### src/rtl/lgs_pkg.sv
// Shared types, constants and the cell rule for the life grid block.
`timescale 1ns / 1ps

package lgs_pkg;

  // Largest grid the row store and its request word are sized for.
  localparam int MAX_GRID = 64;
  localparam int IDX_W    = 6;

  // Operation codes of an input word.
  typedef enum logic [1:0] {
    OP_SET   = 2'd0,
    OP_CLEAR = 2'd1,
    OP_READ  = 2'd2,
    OP_STEP  = 2'd3
  } op_e;

  // Controller states.
  typedef enum logic [1:0] {
    ST_IDLE,
    ST_CELL,
    ST_STEP,
    ST_RESP
  } state_e;

  // Request from the controller to the row store.
  typedef struct packed {
    logic                rd_en;
    logic [IDX_W-1:0]    rd_addr;
    logic                wr_en;
    logic [IDX_W-1:0]    wr_addr;
    logic [MAX_GRID-1:0] wr_data;
  } mem_req_t;

  // Conway's rule for one cell from its eight neighbours.
  function automatic logic next_cell(logic [7:0] nb, logic alive);
    logic [3:0] cnt;
    cnt = 4'd0;
    for (int i = 0; i < 8; i++) begin
      cnt = cnt + {3'd0, nb[i]};
    end
    return (cnt == 4'd3) || (alive && (cnt == 4'd2));
  endfunction

endpackage

### src/rtl/lgs_row_mem.sv
// Row store of the grid: one write and one registered read a cycle.
`timescale 1ns / 1ps

module lgs_row_mem import lgs_pkg::*; #(
  parameter int GRID_SIZE = 64
) (
  input  logic                 clk_i,
  input  logic                 rst_ni,
  input  mem_req_t             req_i,
  output logic [GRID_SIZE-1:0] rd_data_o
);

  localparam int AW = $clog2(GRID_SIZE);

  logic [GRID_SIZE-1:0] mem_q [GRID_SIZE];
  logic [GRID_SIZE-1:0] row_vld_q;
  logic [GRID_SIZE-1:0] rd_data_q;
  logic                 rd_vld_q;

  // Storage array and its read register.
  always_ff @(posedge clk_i) begin
    if (req_i.wr_en) begin
      mem_q[req_i.wr_addr[AW-1:0]] <= req_i.wr_data[GRID_SIZE-1:0];
    end
    if (req_i.rd_en) begin
      rd_data_q <= mem_q[req_i.rd_addr[AW-1:0]];
    end
  end

  // A row never written since reset reads as all dead.
  always_ff @(posedge clk_i or negedge rst_ni) begin
    if (!rst_ni) begin
      row_vld_q <= '0;
      rd_vld_q  <= 1'b0;
    end else begin
      if (req_i.wr_en) begin
        row_vld_q[req_i.wr_addr[AW-1:0]] <= 1'b1;
      end
      if (req_i.rd_en) begin
        rd_vld_q <= row_vld_q[req_i.rd_addr[AW-1:0]];
      end
    end
  end

  assign rd_data_o = rd_vld_q ? rd_data_q : '0;

endmodule

### config.mk
export PLATFORM = sky130hd
export DESIGN_NAME = lgs_row_mem
export DESIGN_NICKNAME = d
export VERILOG_FILES = /design/src/rtl/lgs_pkg.sv /design/src/rtl/lgs_row_mem.sv
export SDC_FILE = /design/constraint.sdc
export NUM_CORES = 2
export LEC_CHECK = 0
export BUFFER_PORTS_ARGS = -buffer_cell sky130_fd_sc_hd__buf_2
export CAP_MARGIN = 30
export CORE_UTILIZATION = 41
export CTS_CLUSTER_SIZE = 40
export DETAILED_ROUTE_END_ITERATION = 10
export SLEW_MARGIN = 20
export SYNTH_ARGS = -nofsm -noshare
export SYNTH_HDL_FRONTEND = slang
export SYNTH_SLANG_ARGS = --single-unit
### constraint.sdc
create_clock -name clk_i -period 2.5 [get_ports clk_i]
set_input_delay 0.5 -clock clk_i [delete_from_list [all_inputs] [get_ports clk_i]]
set_output_delay 0.5 -clock clk_i [all_outputs]
set_load 0.05 [all_outputs]
==> summary.txt <==
Place
  • Post-Place Cells: 12030
  • DP Worst Slack: -0.7416 ns
  • GP Congestion: 0.7914
  • Detailed Place HPWL: 266900 um
  • PortBufs: 143

CTS
  • Skew-Pair Late Insertion Delay: 0.97 ns
  • Root buf cell: clkbuf_16
  • Clock sinks: 4225
  • Longest Clk Path Bufs: 4
  • TritonCTS buffer count: 417
  • Worst-path clk slew: 0.06 ns
  • H-tree levels: 5
  • TritonCTS clock tree: done

Power
  • Internal cell power: 0.1177 W
  • Logic gate share of total power: 0.058
  • P_sw: 0.03191 W
  • Switch share: 0.2133
  • Pwr per Cell Area: 780.0 nW/um^2
  • Seq pwr share: 0.528
  • VDD IR max: 0.0006066 V
  • Pleak: 60.74 nW
  • Clock Power Share: 0.414

Logic synthesis
  • Syn Inst Count: 6310
  • Async S/R FF share, synth: 0.01538
  • Yosys warnings: 0
  • FF+latch count, synth: 4225
  • Top FF cell, synth: edfxtp_1
  • Top-area cell type share of the netlist area: 0.7819
  • Post-synthesis cell type count: 29
  • Syn_area_per_cell: 25.32 um^2
  • Largest cells by area after synthesis: edfxtp_1, mux4_2, dfrtp_1, a22oi_1, clkbuf_1
  • EDFF count, synth: 4160
  • Count leader, synth: edfxtp_1
  • Most frequent cells after synthesis: edfxtp_1, mux4_2, clkbuf_1, a22oi_1, buf_2
  • Sequential share of the synthesized area: 0.7920
  • Biggest area consumer among synthesized cells: edfxtp_1
  • Synthesized cell area: 159800 um^2
  • Syn nets: 6390

Timing
  • RSZ-0062 raised after global routing: yes
  • Final worst setup slack: -0.2581 ns
  • Worst-Margin Slew: 0.9845 ns
  • Pins Over Slew Limit: 0
  • Max Clock Skew: 0.04575 ns
  • Rel. slew slack: 0.3437
  • Peak Freq: 0.3626 GHz
  • Setup TNS Final: -12.62 ns
  • Final worst-path cycle share: 1.103
  • Final Hold Fails: 0
  • Final setup violation count: 64
  • Tmin final: 2.758 ns

Global routing
  • Initial antenna violation count: 30
  • Vias in the first global route: 77840
  • GR Overflow Total: 0
  • Met2 usage: 0.3789
  • M1 GR Usage: 0.3285
  • Global-route wire length before repair: 629600 um
  • GR Util met3: 0.03554
  • Grt peak-use layer: met2
  • Largest net degree at the start of global routing: 65
  • Tot GR Track Use: 0.2318

Worst setup path
  • CP Launch Type: flip-flop
  • Crit. Startpoint: rd_vld_q$_DFFE_PN0P_
  • Max FO, Critical Path: 16
  • Crit end category: primary output
  • Reg2reg path depth: 6
  • R2r setup slk: 0.27 ns
  • RR Startpoint: mem_q[61][22]$_DFFE_PP_
  • Worst path required time: 2.00 ns
  • Crit path DAT: 2.26 ns
  • Crit Path Class: reg -> out

Die
  • Num ports: 144
  • Core ar.: 386800 um^2
  • Chip width: 626.3 um
  • Initial Utilization: 0.4130
  • Die ar.: 392200 um^2
  • Die Y: 626.3 um
  • Row cnt: 228

Status
  • Failing checks: setup timing
  • Status: finished, violations left

Route
  • Detailed Route WL: 458500 um
  • Initial DRC Count: 10900
  • Vias per Instance: 5.971
  • Vias: 77010
  • Final antenna-violating net count: 0
  • Drt wl/cell: 35.55 um
  • DRC: 0
  • TritonRoute pass-1 iters: 5

Layout
  • Non-Filler Instances: 12900
  • Share of cells above drive strength 1: 0.3890
  • Nets: 7432
  • Fin util: 0.4957
  • P&R area growth vs syn: 20.02%
  • Filler cells: 30400

Hold path
  • Hold path depth: 1
  • Worst min-delay path class: in -> reg
  • Min-delay src: req_i[21]

Flow run
  • Max Cap Viol: 0
## cell usage in the layout (no fill, tap or decap), drive strengths merged, types with 13 or more instances in the layout
| cell | instances |
|---|---|
| nand2 | 74 |
| bufinv | 36 |
| edfxtp | 4160 |
| diode | 19 |
| a22oi | 132 |
| clkbuf | 524 |
| dfrtp | 65 |
| nor2 | 68 |
| mux4 | 1289 |
| dlygate4sd3 | 34 |
| clkinv | 186 |
| clkinvlp | 13 |
| or2 | 65 |
| buf | 921 |
| inv | 15 |
| and2 | 65 |
| mux2i | 20 |
## cell families after synthesis
family	Yosys count	synth area share
flops	4225	0.7920
mux	1309	0.1830
simple gates	300	0.009476
buf+inv	337	0.008998
compound gates	139	0.006531
## power groups by stage
stage / clock network, W / logic (W) / registers [W]
after floorplan: 0 / 0.00452 / 0.0803
after global placement: 0 / 0.00800 / 0.0805
after detailed placement: 0 / 0.00815 / 0.0805
after CTS: 0.0627 / 0.00835 / 0.0790
after global routing: 0.0652 / 0.00917 / 0.0790
final: 0.0619 / 0.00871 / 0.0790
## worst paths after layout
path | to
max | rd_data_o[35]
max reg2reg | rd_data_q[22]$_DFFE_PP_
min in group asynchronous | row_vld_q[59]$_DFFE_PN0P_
min | mem_q[0][21]$_DFFE_PP_
min reg2reg | row_vld_q[44]$_DFFE_PN0P_
max in group asynchronous | row_vld_q[49]$_DFFE_PN0P_
## final cells by class
cell class                      count  area, um^2  share of cell area
Multi-Input combinational cell   1748       32520              0.1696
Antenna cell                       19       47.55           0.0002479
Tap cell                         5175        6475             0.03377
Inverter                            3       11.26          0.00005872
Sequential cell                  4225      126600              0.6599
Clock buffer                      522       11060             0.05766
Clock inverter                    247        2293             0.01196
Timing Repair Buffer              957       12800             0.06677
## per-stage QoR
stage | power, W | cell area [um^2] | hold WS (ns)
final | 0.1496 | 191800 | 0.03103
after global routing | 0.1534 | 191700 | 0.001219
after CTS | 0.1500 | 190300 | 0.0005979
after detailed placement | 0.08865 | 176500 | 0.4505
after global placement | 0.08846 | 176500 | 0.4456
after floorplan | 0.08478 | 160400 | 0.2044
## critical path: stages, from the launching register on
cell and delay (ns):
dfrtp_4 0.55, buf_4 0.17, buf_12 0.14, and2_4 0.22, buf_6 0.15
## sequential cells by signal, indices dropped and copies added (netlist names)
register,flops
mem_q,4096
rd_data_q,64
rd_vld_q,1
row_vld_q,64
## layer usage
| metal | part of all wire | routed length, um | vias up |
|---|---|---|---|
| met1 | 0.40 | 183300 | 42630 |
| met2 | 0.49 | 223700 | 3966 |
| met3 | 0.085 | 39010 | 664 |
| li1 | - | - | 29740 |
| met5 | 0.00014 | 65 | - |
| met4 | 0.027 | 12370 | 12 |
## what timing repair did
action,CTS,global route
pin swaps,0,1
setup buffers,2,5
hold buffers,6,28
cloned,1,3
endpoints found under the setup margin,64,64
gates resized for setup,107,125
hold endpoints to repair,197,355
Note: power is estimated with default switching activity, not from simulation.
