$ cat config.mk
export PLATFORM = sky130hd
export DESIGN_NAME = lgs_row_rule
export DESIGN_NICKNAME = d
export VERILOG_FILES = /design/src/rtl/lgs_pkg.sv /design/src/rtl/lgs_row_rule.sv
export SDC_FILE = /design/constraint.sdc
export NUM_CORES = 1
export LEC_CHECK = 0
export ABC_AREA = 1
export BUFFER_PORTS_ARGS = -buffer_cell sky130_fd_sc_hd__clkbuf_2
export CAP_MARGIN = 20
export CORE_MARGIN = 5
export CORE_UTILIZATION = 46
export DETAILED_ROUTE_END_ITERATION = 10
export GPL_TIMING_DRIVEN = 0
export PLACE_DENSITY_LB_ADDON = 0.3
export SETUP_SLACK_MARGIN = 0.4
export SYNTH_ARGS = -nofsm -noshare
export SYNTH_HDL_FRONTEND = slang
export SYNTH_SLANG_ARGS = --single-unit
export TNS_END_PERCENT = 20
$ cat constraint.sdc
create_clock -name vclk -period 6.4
set_input_delay 0.96 -clock vclk [all_inputs]
set_output_delay 0.96 -clock vclk [all_outputs]
set_load 0.05 [all_outputs]
$ cat src/rtl/lgs_pkg.sv
// Shared types, constants and the cell rule for the life grid block.
`timescale 1ns / 1ps

package lgs_pkg;

  // Largest grid the row store and its request word are sized for.
  localparam int MAX_GRID = 64;
  localparam int IDX_W    = 6;

  // Operation codes of an input word.
  typedef enum logic [1:0] {
    OP_SET   = 2'd0,
    OP_CLEAR = 2'd1,
    OP_READ  = 2'd2,
    OP_STEP  = 2'd3
  } op_e;

  // Controller states.
  typedef enum logic [1:0] {
    ST_IDLE,
    ST_CELL,
    ST_STEP,
    ST_RESP
  } state_e;

  // Request from the controller to the row store.
  typedef struct packed {
    logic                rd_en;
    logic [IDX_W-1:0]    rd_addr;
    logic                wr_en;
    logic [IDX_W-1:0]    wr_addr;
    logic [MAX_GRID-1:0] wr_data;
  } mem_req_t;

  // Conway's rule for one cell from its eight neighbours.
  function automatic logic next_cell(logic [7:0] nb, logic alive);
    logic [3:0] cnt;
    cnt = 4'd0;
    for (int i = 0; i < 8; i++) begin
      cnt = cnt + {3'd0, nb[i]};
    end
    return (cnt == 4'd3) || (alive && (cnt == 4'd2));
  endfunction

endpackage

$ cat src/rtl/lgs_row_rule.sv
// Next generation of one row from the old rows above, at and below it.
`timescale 1ns / 1ps

module lgs_row_rule import lgs_pkg::*; #(
  parameter int GRID_SIZE = 64
) (
  input  logic [GRID_SIZE-1:0] up_i,
  input  logic [GRID_SIZE-1:0] mid_i,
  input  logic [GRID_SIZE-1:0] dn_i,
  output logic [GRID_SIZE-1:0] nxt_o
);

  logic [GRID_SIZE+1:0] up_x;
  logic [GRID_SIZE+1:0] mid_x;
  logic [GRID_SIZE+1:0] dn_x;

  // Pad with a dead column on either side for the left and right edges.
  assign up_x  = {1'b0, up_i, 1'b0};
  assign mid_x = {1'b0, mid_i, 1'b0};
  assign dn_x  = {1'b0, dn_i, 1'b0};

  // Each cell looks at its own three by three window.
  for (genvar c = 0; c < GRID_SIZE; c++) begin : g_cell
    assign nxt_o[c] = next_cell({up_x[c+2:c], mid_x[c+2], mid_x[c], dn_x[c+2:c]},
                                mid_i[c]);
  end

endmodule

==> results of run 1 <==
[power groups by stage]
stage               Sequential [mW]  Combinational, mW    Clock (mW)
floorplan                         0               2.13             0
CTS                               0               2.77             0
finish                            0               2.72  0.0000000209
global route                      0               3.13  0.0000000209
global placement                  0               2.65             0
detailed placement                0               2.76             0
[worst paths after layout]
check / endpoint / depth (start not counted) / slack [ps] / from
setup / recovery: nxt_o[42] / 11 / 1420 / up_i[41]
hold / removal: nxt_o[63] / 4 / 2420 / mid_i[63]
[synth_stat cells]
cell type / count
sky130_fd_sc_hd__ha_1: 188
sky130_fd_sc_hd__o21ai_0: 2
sky130_fd_sc_hd__fa_1: 252
sky130_fd_sc_hd__nand3_1: 123
sky130_fd_sc_hd__nand2_1: 188
sky130_fd_sc_hd__a21oi_1: 61
sky130_fd_sc_hd__nor2_1: 4
sky130_fd_sc_hd__inv_1: 628
[cell type report]
type                       instances  share of cell area [%]
tap                              324                    3.10
timing repair buffer             256                    9.78
multi-input combinational        818                    69.1
antenna                            1                  0.0191
inverter                         628                    18.0
[layer usage]
layer,wire [µm],vias up,global-route usage (%),part of all wire [%]
li1,-,4607,-,-
met2,11200,170,29.8,49
met3,1650,4,3.21,7.3
met1,9780,4097,21.8,43
met4,90,0,0.600,0.40
met5,0,-,0,0
[cell usage in the layout (no fill, tap or decap)]
cell type,synthesis,final
sky130_fd_sc_hd__inv_1,628,628
sky130_fd_sc_hd__a21oi_1,61,61
sky130_fd_sc_hd__nand3_1,123,123
sky130_fd_sc_hd__o21ai_0,2,2
sky130_fd_sc_hd__nor2_1,4,4
sky130_fd_sc_hd__diode_2,0,1
sky130_fd_sc_hd__ha_1,188,188
sky130_fd_sc_hd__clkbuf_2,0,256
sky130_fd_sc_hd__nand2_1,188,188
sky130_fd_sc_hd__fa_1,252,252
[worst max-delay path: cells and delay by family]
family,cells,cell delay (ps)
simple gates,1,80
compound gates,1,240
buf+inv,4,570
fa+ha+maj,5,2160
[logic make-up after synthesis]
family / after synthesis
AOI/OAI and AO/OA: 63
buffers and inverters: 628
and+or+nand+nor: 315
adders and majority gates: 440
==> flow_results.org, run 1 <==
** Logic synthesis
- The synthesized netlist devotes 2.76% of its cell area to compound gates.
- Part of the Yosys area used for sequential elements :: 0%
- Synthesis handed over a netlist of 1,446 instances.
- Combined area of all synthesized cells :: about 11,000 µm²
- Fraction of the mapped netlist area in simple logic gates :: 11.7%
- YS warnings :: 0
- In this run, distinct cell masters in the synthesized netlist total 8.
- In this run the biggest area consumer among cell types represents 44.2% of the synthesized area.
- Summing the areas of all fa, ha and maj instances in the mapped netlist gives 64.9% of the synthesized area.
- Average instance area after synthesis :: 7.89 µm²
- Synthesis produced a netlist with a net count of 2,078.
- Leading area contributor after synthesis :: sky130_fd_sc_hd__fa_1
- XOR/XNOR Fraction of Synth Area :: 0%
- Measured against the total synthesized area, the mux share comes to 0%.
- Dominant combinational cell family by area after synthesis :: adder cells
- Top cells by area, synth :: sky130_fd_sc_hd__fa_1 44%, sky130_fd_sc_hd__inv_1 21%, sky130_fd_sc_hd__ha_1 21%

** Worst setup path
- Setup CP Type :: in2out
- In this design, the stage delay of the slowest critical-path cell is 560 ps.
- Cell seen most often among critical-path stages :: sky130_fd_sc_hd__fa_1
- The worst setup path is captured at an output pin.
- Max stage delay cell, worst path :: sky130_fd_sc_hd__fa_1
- Data on the critical path is required at its endpoint by 5440 ps.
- CP arrival :: 4020 ps
- Worst-path maximum fanout :: 2
- Startpoint type of the worst setup path :: primary input
- Walking the worst path, the cells encountered are clkbuf_2 > inv_1 > fa_1 > fa_1 > fa_1 > inv_1 > ha_1 > fa_1 > nand3_1 > a21oi_1 > clkbuf_2.

** Final layout
- Sequential cell area :: 0 µm²
- Area taken by multi-input logic gates :: 9050 µm²
- Counting the fill cells in the layout gives 2,391.
- Counting the clock-network buffers in the layout gives 0.
- In the final layout, the share of cells above drive strength 1 is 15.0%.
- For this run, the share of the core covered by cells in the final layout is ~54%.
- For this run, the post-layout net count is 2,336.
- There are 0 flip-flops and latches.
- Post-layout instance area :: 13,100 µm²
- Area growth syn-to-layout :: 14.8%
- The count of cells in the finished layout, fillers not included, comes to 2,027.

** Timing
- On the final layout, the worst hold slack is approximately 2400 ps.
- The total count of hold-check failures in the final report is 0.
- Number of endpoints failing setup at the final stage :: 0
- Aggregate negative setup slack :: 0 ps
- Worst max-slew margin expressed relative to the limit :: 77.5%
- After layout, the worst setup slack is ~1400 ps.
- Slew at the pin closest to its max-slew limit :: 339 ps
- RSZ-0062 raised after global routing :: false
- After layout, the worst path uses 77.8% of the clock period.
- Number of pins with negative max-slew slack in the final report :: 0
- Final Critical Period :: 4980 ps
- Highest achievable clock rate :: approximately 0.2 GHz

** Power
- The internal portion of the total power is 940 µW.
- Switching power summed over all nets :: 1.78 mW
- The share of total power dissipated in sequential elements is 0%.
- Clock share of power :: 0%
- Tot Pwr :: 2.72 mW
- Sw Ratio :: 65.4%
- Power Dens Cells :: 207 nW/µm²
- In this run, the combinational gates consume between 90% and 100% of the power.
- Total leakage power :: between 8 and 9 nW
- Across the VDD grid, the largest voltage drop is 141 µV.

** Global routing
- The initial antenna violation count was 1.
- The number of global-route vias before repair came to 9,353.
- GRT Residual Overflow :: 0
- Entering global routing, the biggest net connects 4 pins.
- Overall global routing resource usage :: approximately 17%
- The first global-routing pass estimated 40.6 mm of wire.

** Placed design
- Detailed placement ended at an HPWL of 22.6 mm.
- Dpl ws :: between 1000 and 1500 ps
- Placed Instances :: roughly 2.0k
- The congestion estimate from routability-driven global placement came to 0.880.
- Area post-placement :: 13,100 µm²
- Port-buffer cells :: roughly 260

** Worst hold path
- The worst hold path belongs to the class in2out.

** Die
- Overall die area :: roughly 28,000 µm²
- The floorplan has 57 rows.
- Num ports :: 256
- After floorplanning, the core was sized to cover 24,400 µm².
- The die is 167 µm tall.
- From left edge to right edge, the die measures ~170 µm.
- Initial cell density of the core :: a little under half

** Route
- The first detailed-routing pass took 5 iterations.
- Antenna-violating nets left :: 0
- Post-route DRC :: 0
- Total via count after detailed routing :: 8,878
- Total wire length :: about 23 mm
- The detailed router finished its first iteration with 230 violations.
- Average routed wire per standard cell :: 11.2 µm
- Number of vias per cell after detailed routing :: about 4.4

** Clock network
- Gates resized during post-CTS repair numbered 0.
- Number of setup buffers added after CTS :: 0
- Cts hold-fix bufs :: 0

** Flow run
- Across the run, the number of max-cap violations was 0.

** Status
- The run finished with clean final reports.
No activity file was read; power rests on OpenSTA's default activity.
==> inputs of run 2 (changes only) <==
==> constraint.sdc (replaced) <==
create_clock -name vclk -period 4.1
set_input_delay 0.615 -clock vclk [all_inputs]
set_output_delay 0.615 -clock vclk [all_outputs]
set_load 0.05 [all_outputs]
==> run 2 against run 1 <==
  * Cell area rose by 17%
  * Critical path depth did not move
  * Core utilization rose by 9.3 points
  * Critical path type unchanged
  * The flow now finishes with violations (setup timing)
  * Combinational power rose by 110%
  * Largest cell class unchanged
  * Power rose by 110%
  * Clock-buffer cell count did not move
  * Sequential share of layout area did not move
  * Global-route usage rose by 2.1 points
  * First-iteration DRC count fell by 7.0%
  * Die area did not move
==> flow_results.org, run 2 (synthesis gave the netlist of run 1 again) <==
** Route
- Average routed wire per standard cell :: 12.6 µm
- Summing over every cut layer, the via total after detailed routing is just over 9k.
- DR iter-0 viols :: 214
- Number of vias per cell after detailed routing :: roughly 4.5
- Post-route DRC :: 0
- Total wire length :: approximately 26 mm
- The first detailed-routing pass ran for 4 iterations.
- Antenna-violating nets left :: 0

** Global routing
- Entering global routing, the biggest net connects 4 pins.
- For this run the aggregate overflow at the end of global routing stands at 0.
- The number of global-route vias before repair is 10.4k.
- Global routing used 18.6% of the available tracks.
- The initial antenna violation count is 1.
- Wire length of the first global-routing pass :: between 40 and 50 mm

** Timing
- Final hold viol count :: 0
- Worst max-slew margin expressed relative to the limit :: 81.5%
- Slew at the pin closest to its max-slew limit :: 279 ps
- Setup ws final :: -77.0 ps
- Setup repair after global routing could not meet its margin everywhere.
- Number of pins with negative max-slew slack in the final report :: 0
- Final Critical Period :: 4180 ps
- Highest achievable clock rate :: 0.239 GHz
- After routing, the total negative slack on setup checks comes to -132 ps.
- Across all hold checks on the routed design, the worst slack comes to 1710 ps.
- The worst path uses 102% of the clock period.
- Setup violations remaining at the end of the flow were counted as 3.

** Final layout
- Post-layout instance area :: 15,400 µm²
- The finished layout holds 2,038 standard cells, fillers aside.
- Registers take 0 µm².
- Clock buffer instance count of the final layout :: 0
- Area growth syn-to-layout :: 34.7%
- Share of cells above drive strength 1 :: 31.9%
- Most frequent cells in the layout :: 520 x sky130_fd_sc_hd__inv_1, 244 x sky130_fd_sc_hd__fa_1, 188 x sky130_fd_sc_hd__nand2_1
- The number of antenna diodes in the final layout is 0.
- The design has 0 sequential cells.
- Final net count :: 2,348
- Leading cell type in the layout, fill and taps excluded :: sky130_fd_sc_hd__inv_1
- Cells fill 63.0% of the core in the end.

** Placed design
- Before CTS, the worst setup slack after placement is -113 ps.
- Area post-placement :: 14,100 µm²
- Placed Instances :: approximately 2k
- GPL Wtd Cong :: ~0.86
- Port-buffer cells :: 256
- HPWL after DPL :: 23.3 mm

** Worst setup path
- CP arrival :: 3560 ps
- The setup path with the least slack is of type in2out.
- Worst-path maximum fanout :: 2
- WP data required :: 3480 ps
- STA classifies the critical path startpoint as a primary input.
- The worst setup path is captured at an output pin.

** Die
- Horizontal die dimension :: 167 µm
- Initial cell density of the core :: 46.8%
- Core area :: 24,400 µm²
- Overall die area :: 28,000 µm²
- between 200 and 300 I/O pins were placed.
- Die Y-Extent :: 167 µm
- Placement Rows :: 57

** Worst hold path
- Worst hold stages :: 6
- The path class of the tightest hold or removal check is in2out.

** Power
- For this design the static power due to leakage is about 8.6 nW.
- Peak ir drop on the vdd network :: 341 µV
- Power Dens Cells :: 376 nW/µm²
- Power comes to 5.78 mW.

** Flow run
- Number of violations of the max-capacitance limit :: 0

** Status
- The flow ran to the end, but the final reports show violations.
- The checks that failed: setup timing.

** Clock network
- The number of hold buffers added after CTS was 0.
run 2: cell count changes in the layout (fill, tap and decap cells not counted), moves of 16 or more:
| cell | change |
|---|---|
| sky130_fd_sc_hd__a21oi_1 | -61 |
| sky130_fd_sc_hd__a21oi_4 | +61 |
| sky130_fd_sc_hd__buf_8 | +26 |
| sky130_fd_sc_hd__clkbuf_2 | -94 |
| sky130_fd_sc_hd__clkbuf_8 | +55 |
| sky130_fd_sc_hd__ha_1 | -40 |
| sky130_fd_sc_hd__ha_2 | +29 |
| sky130_fd_sc_hd__inv_1 | -108 |
| sky130_fd_sc_hd__inv_2 | +83 |
| sky130_fd_sc_hd__inv_4 | +16 |
| sky130_fd_sc_hd__nand3_1 | -61 |
| sky130_fd_sc_hd__nand3_2 | +61 |
run 2: critical path, stage by stage:
cell and delay [ps]:
sky130_fd_sc_hd__buf_2 110, sky130_fd_sc_hd__inv_4 40, sky130_fd_sc_hd__fa_1 490, sky130_fd_sc_hd__fa_1 560, sky130_fd_sc_hd__fa_1 580, sky130_fd_sc_hd__inv_2 50
sky130_fd_sc_hd__ha_4 160, sky130_fd_sc_hd__fa_1 530, sky130_fd_sc_hd__nand3_2 100, sky130_fd_sc_hd__a21oi_4 160, sky130_fd_sc_hd__buf_8 160
run 2: worst paths after layout:
kind                  start         to  slack (ps)
setup / recovery  mid_i[55]  nxt_o[56]         -80
hold / removal     mid_i[9]   nxt_o[9]        1710
run 2: repair_timing:
item                                    4_1_cts  5_1_grt
endpoints found under the setup margin       62       62
pin swaps                                   146       49
resized for setup                           290      111
buffers inserted                              0       12
endpoints found under the hold margin         0        0
run 2: cell type report:
cell class         instances  area (µm²)
repair buffers           268        2230
inverters                628        2450
fillers                 2030        9030
well taps                324         405
multi-input cells        818       10300
run 2: report_power, final:
part / total (mW) / internal, mW / switching (mW)
sequential: 0 / 0 / 0
clock: 0 / 0 / 0
combinational: 5.78 / 2.39 / 3.38
total: 5.78 / 2.39 / 3.38
run 2: metal layers:
layer | vias up | global-route usage [%] | wire [µm]
li1 | 4636 | - | -
met5 | - | 0 | 20
met1 | 4329 | 22.0 | 9940
met2 | 212 | 36.0 | 13800
met3 | 38 | 3.28 | 1540
met4 | 2 | 2.26 | 466
==> inputs of run 3 (changes only) <==
--- a/config.mk
+++ b/config.mk
@@ -8,12 +8,14 @@
 export ABC_AREA = 1
 export BUFFER_PORTS_ARGS = -buffer_cell sky130_fd_sc_hd__clkbuf_2
 export CAP_MARGIN = 20
+export CORE_ASPECT_RATIO = 0.7
 export CORE_MARGIN = 5
 export CORE_UTILIZATION = 46
 export DETAILED_ROUTE_END_ITERATION = 10
 export GPL_TIMING_DRIVEN = 0
 export PLACE_DENSITY_LB_ADDON = 0.3
 export SETUP_SLACK_MARGIN = 0.4
+export SKIP_LAST_GASP = 1
 export SYNTH_ARGS = -nofsm -noshare
 export SYNTH_HDL_FRONTEND = slang
 export SYNTH_SLANG_ARGS = --single-unit
==> run 3 against run 2 <==
  * The run still ends with setup timing left
  * Non-clock buffer count fell by 6
  * Via count decreased by 2.5%
  * Final cell count shrank 0.20%
  * Setup slack improved by 52 ps
  * Power is 5.9% lower
  * Routed wire length down 2.3%
  * Critical endpoint is now nxt_o[59]
  * Largest cell class unchanged
==> flow_results.org, run 3 (synthesis gave the netlist of run 1 again) <==
** Final layout
- Most frequent cells in the layout :: 587 x sky130_fd_sc_hd__inv_1, 249 x sky130_fd_sc_hd__fa_1, 188 x sky130_fd_sc_hd__nand2_1
- Cells with a size suffix above 1 make up 26.0% of the layout.
- Cells fill ~60% of the core in the end.
- Number of sequential cells :: 0
- Final std cells w/o fill :: 2,034
- Final-layout fill cell count :: 2,140
- Area taken by multi-input logic gates :: 10,100 µm²
- Area growth syn-to-layout :: 28.6%
- The clock buffers instantiated in the layout total 0.
- Leading cell type in the layout, fill and taps excluded :: sky130_fd_sc_hd__inv_1
- Registers take 0 µm².
- For this run, the post-layout net count is 2,342.
- Post-layout instance area :: 14,700 µm²

** Die
- Horizontal die dimension :: 198 µm
- around 260 I/O pins were placed.
- The die is approximately 140 µm tall.
- Initial cell density of the core :: a little under half
- Overall die area :: roughly 28,000 µm²
- Core area :: ~25,000 µm²
- The floorplan has 48 rows.

** Worst setup path
- STA classifies the critical path startpoint as a primary input.
- STA puts the critical path data required time at between 3000 and 4000 ps.
- Cell seen most often among critical-path stages :: sky130_fd_sc_hd__fa_1
- Traced cell by cell, the critical path runs through clkbuf_2 > inv_1 > fa_1 > fa_1 > fa_1 > inv_1 > ha_1 > fa_1 > nand3_2 > a21oi_4 > buf_2.
- CP arrival :: 3510 ps
- The most critical setup path has its endpoint at nxt_o[59].
- The most critical setup path has its startpoint at up_i[58].
- The critical path in this run is classified as in2out.
- For this design, the slowest cell found on the critical path is sky130_fd_sc_hd__fa_1.
- The worst setup path is captured at an output pin.
- Delay of the slowest cell on the worst path :: about 550 ps
- Worst-path maximum fanout :: 2

** Route
- The first routing iteration left 195 violations.
- The first TritonRoute pass finished after 5 iterations.
- In the final routed layout, each cell accounts on average for 12.4 µm.
- Post-route DRC :: 0
- Number of vias per cell after detailed routing :: 4.42
- Total wire length :: 25.2 mm
- Summing over every cut layer, the via total after detailed routing is 8,985.
- Antenna-violating nets left :: 0

** Placed design
- The HPWL after detailed placement is 24.2 mm.
- At the end of routability-driven placement, the weighted congestion stood at 0.880.
- Placed Instances :: 2,027
- In this run the cell area measured after placement is roughly 14,000 µm².
- Timing analysis after detailed placement gives a worst setup slack of -150 ps.
- Input and output buffers added on the ports amount to 256.

** Timing
- Setup violations remaining at the end of the flow were counted as 6.
- RSZ-0062 raised after global routing :: true
- In the post-route analysis, the smallest setup slack over all paths is -25.4 ps.
- After layout, the minimum clock period comes to about 4100 ps.
- Worst max-slew margin expressed relative to the limit :: 81.7%
- The tightest hold path in the finished design has a slack of 1730 ps.
- Final hold viol count :: 0
- At the pin with the least slew margin, the transition time is approximately 280 ps.
- Number of pins with negative max-slew slack in the final report :: 0
- Static timing analysis puts the maximum clock frequency at 0.242 GHz.
- Adding up every negative setup slack in the final design gives -78.0 ps.
- The worst path uses 101% of the clock period.

** Global routing
- GRT Residual Overflow :: 0
- Met3 demand-to-capacity share in global routing :: 1.21%
- Initial antenna violation count :: 1
- Overall global routing resource usage :: 18.1%
- After global routing, the most crowded layer is met2.
- Wire length of the first global-routing pass :: between 40 and 50 mm
- Largest net degree at the start of global routing :: 4
- For this run, global-route usage on met1 was measured as 26.6%.
- For met2 alone, demand over resource in global routing was 30.5%.
- The number of global-route vias before repair came to 9,727.

** Status
- Outcome :: complete, but fails checks
- The final reports fail on setup timing.

** Power
- Tot Pwr :: 5.43 mW
- Peak ir drop on the vdd network :: 305 µV
- Total leakage power :: 8.49 nW
- For this design the ratio of total power to cell area is 371 nW/µm².

** Worst hold path
- Type of the tightest min-delay check :: in2out

** Flow run
- Number of violations of the max-capacitance limit :: 0
run 3: cell types whose count changed in the layout (fill, tap and decap cells not counted), moves of 10 or more:
cell / change
sky130_fd_sc_hd__ha_2: -17
sky130_fd_sc_hd__clkbuf_4: +14
sky130_fd_sc_hd__ha_1: +24
sky130_fd_sc_hd__clkbuf_2: +20
sky130_fd_sc_hd__inv_2: -53
sky130_fd_sc_hd__buf_8: -13
sky130_fd_sc_hd__inv_1: +67
sky130_fd_sc_hd__buf_4: +10
sky130_fd_sc_hd__clkbuf_8: -47
sky130_fd_sc_hd__buf_6: +10
run 3: final cells by class:
class / instances / share of cell area [%]
antenna: 1 / 0.0171
multi-input combinational: 818 / 69.1
tap: 325 / 2.77
timing repair buffer: 262 / 11.8
inverter: 628 / 16.4
run 3: metal layers:
| metal | wire length, µm | vias to the layer above |
|---|---|---|
| met2 | 11900 | 164 |
| met5 | 0 | - |
| li1 | - | 4622 |
| met3 | 1150 | 20 |
| met1 | 11700 | 4179 |
| met4 | 351 | 0 |
run 3: timing repair:
action	in CTS	in global routing
hold buffers	0	0
hold endpoints to repair	0	0
pin swaps	18	41
setup endpoints to repair	62	62
gates resized for setup	60	212
buffers inserted	0	6
run 3: worst max-delay path: cells and delay by family:
| family | cells | cell delay (ps) |
|---|---|---|
| AOI/OAI and AO/OA | 1 | 110 |
| buffers and inverters | 4 | 500 |
| adders and majority gates | 5 | 2190 |
| and+or+nand+nor | 1 | 100 |
run 3: worst min path at each step:
stage / start / endpoint / cells after the start
2_1_floorplan: mid_i[14] / nxt_o[14] / 4
3_3_place_gp: mid_i[63] / nxt_o[63] / 4
3_5_place_dp: mid_i[0] / nxt_o[0] / 4
4_1_cts: mid_i[63] / nxt_o[63] / 4
5_1_grt: mid_i[63] / nxt_o[63] / 4
6_report: mid_i[40] / nxt_o[40] / 6
run 3: where the power goes:
group	internal (mW)	switching, mW	leakage [nW]
combinational	2.13	3.30	8.49
clock	0.0000000326	0	0.00000634
sequential	0	0	0
total	2.13	3.30	8.49
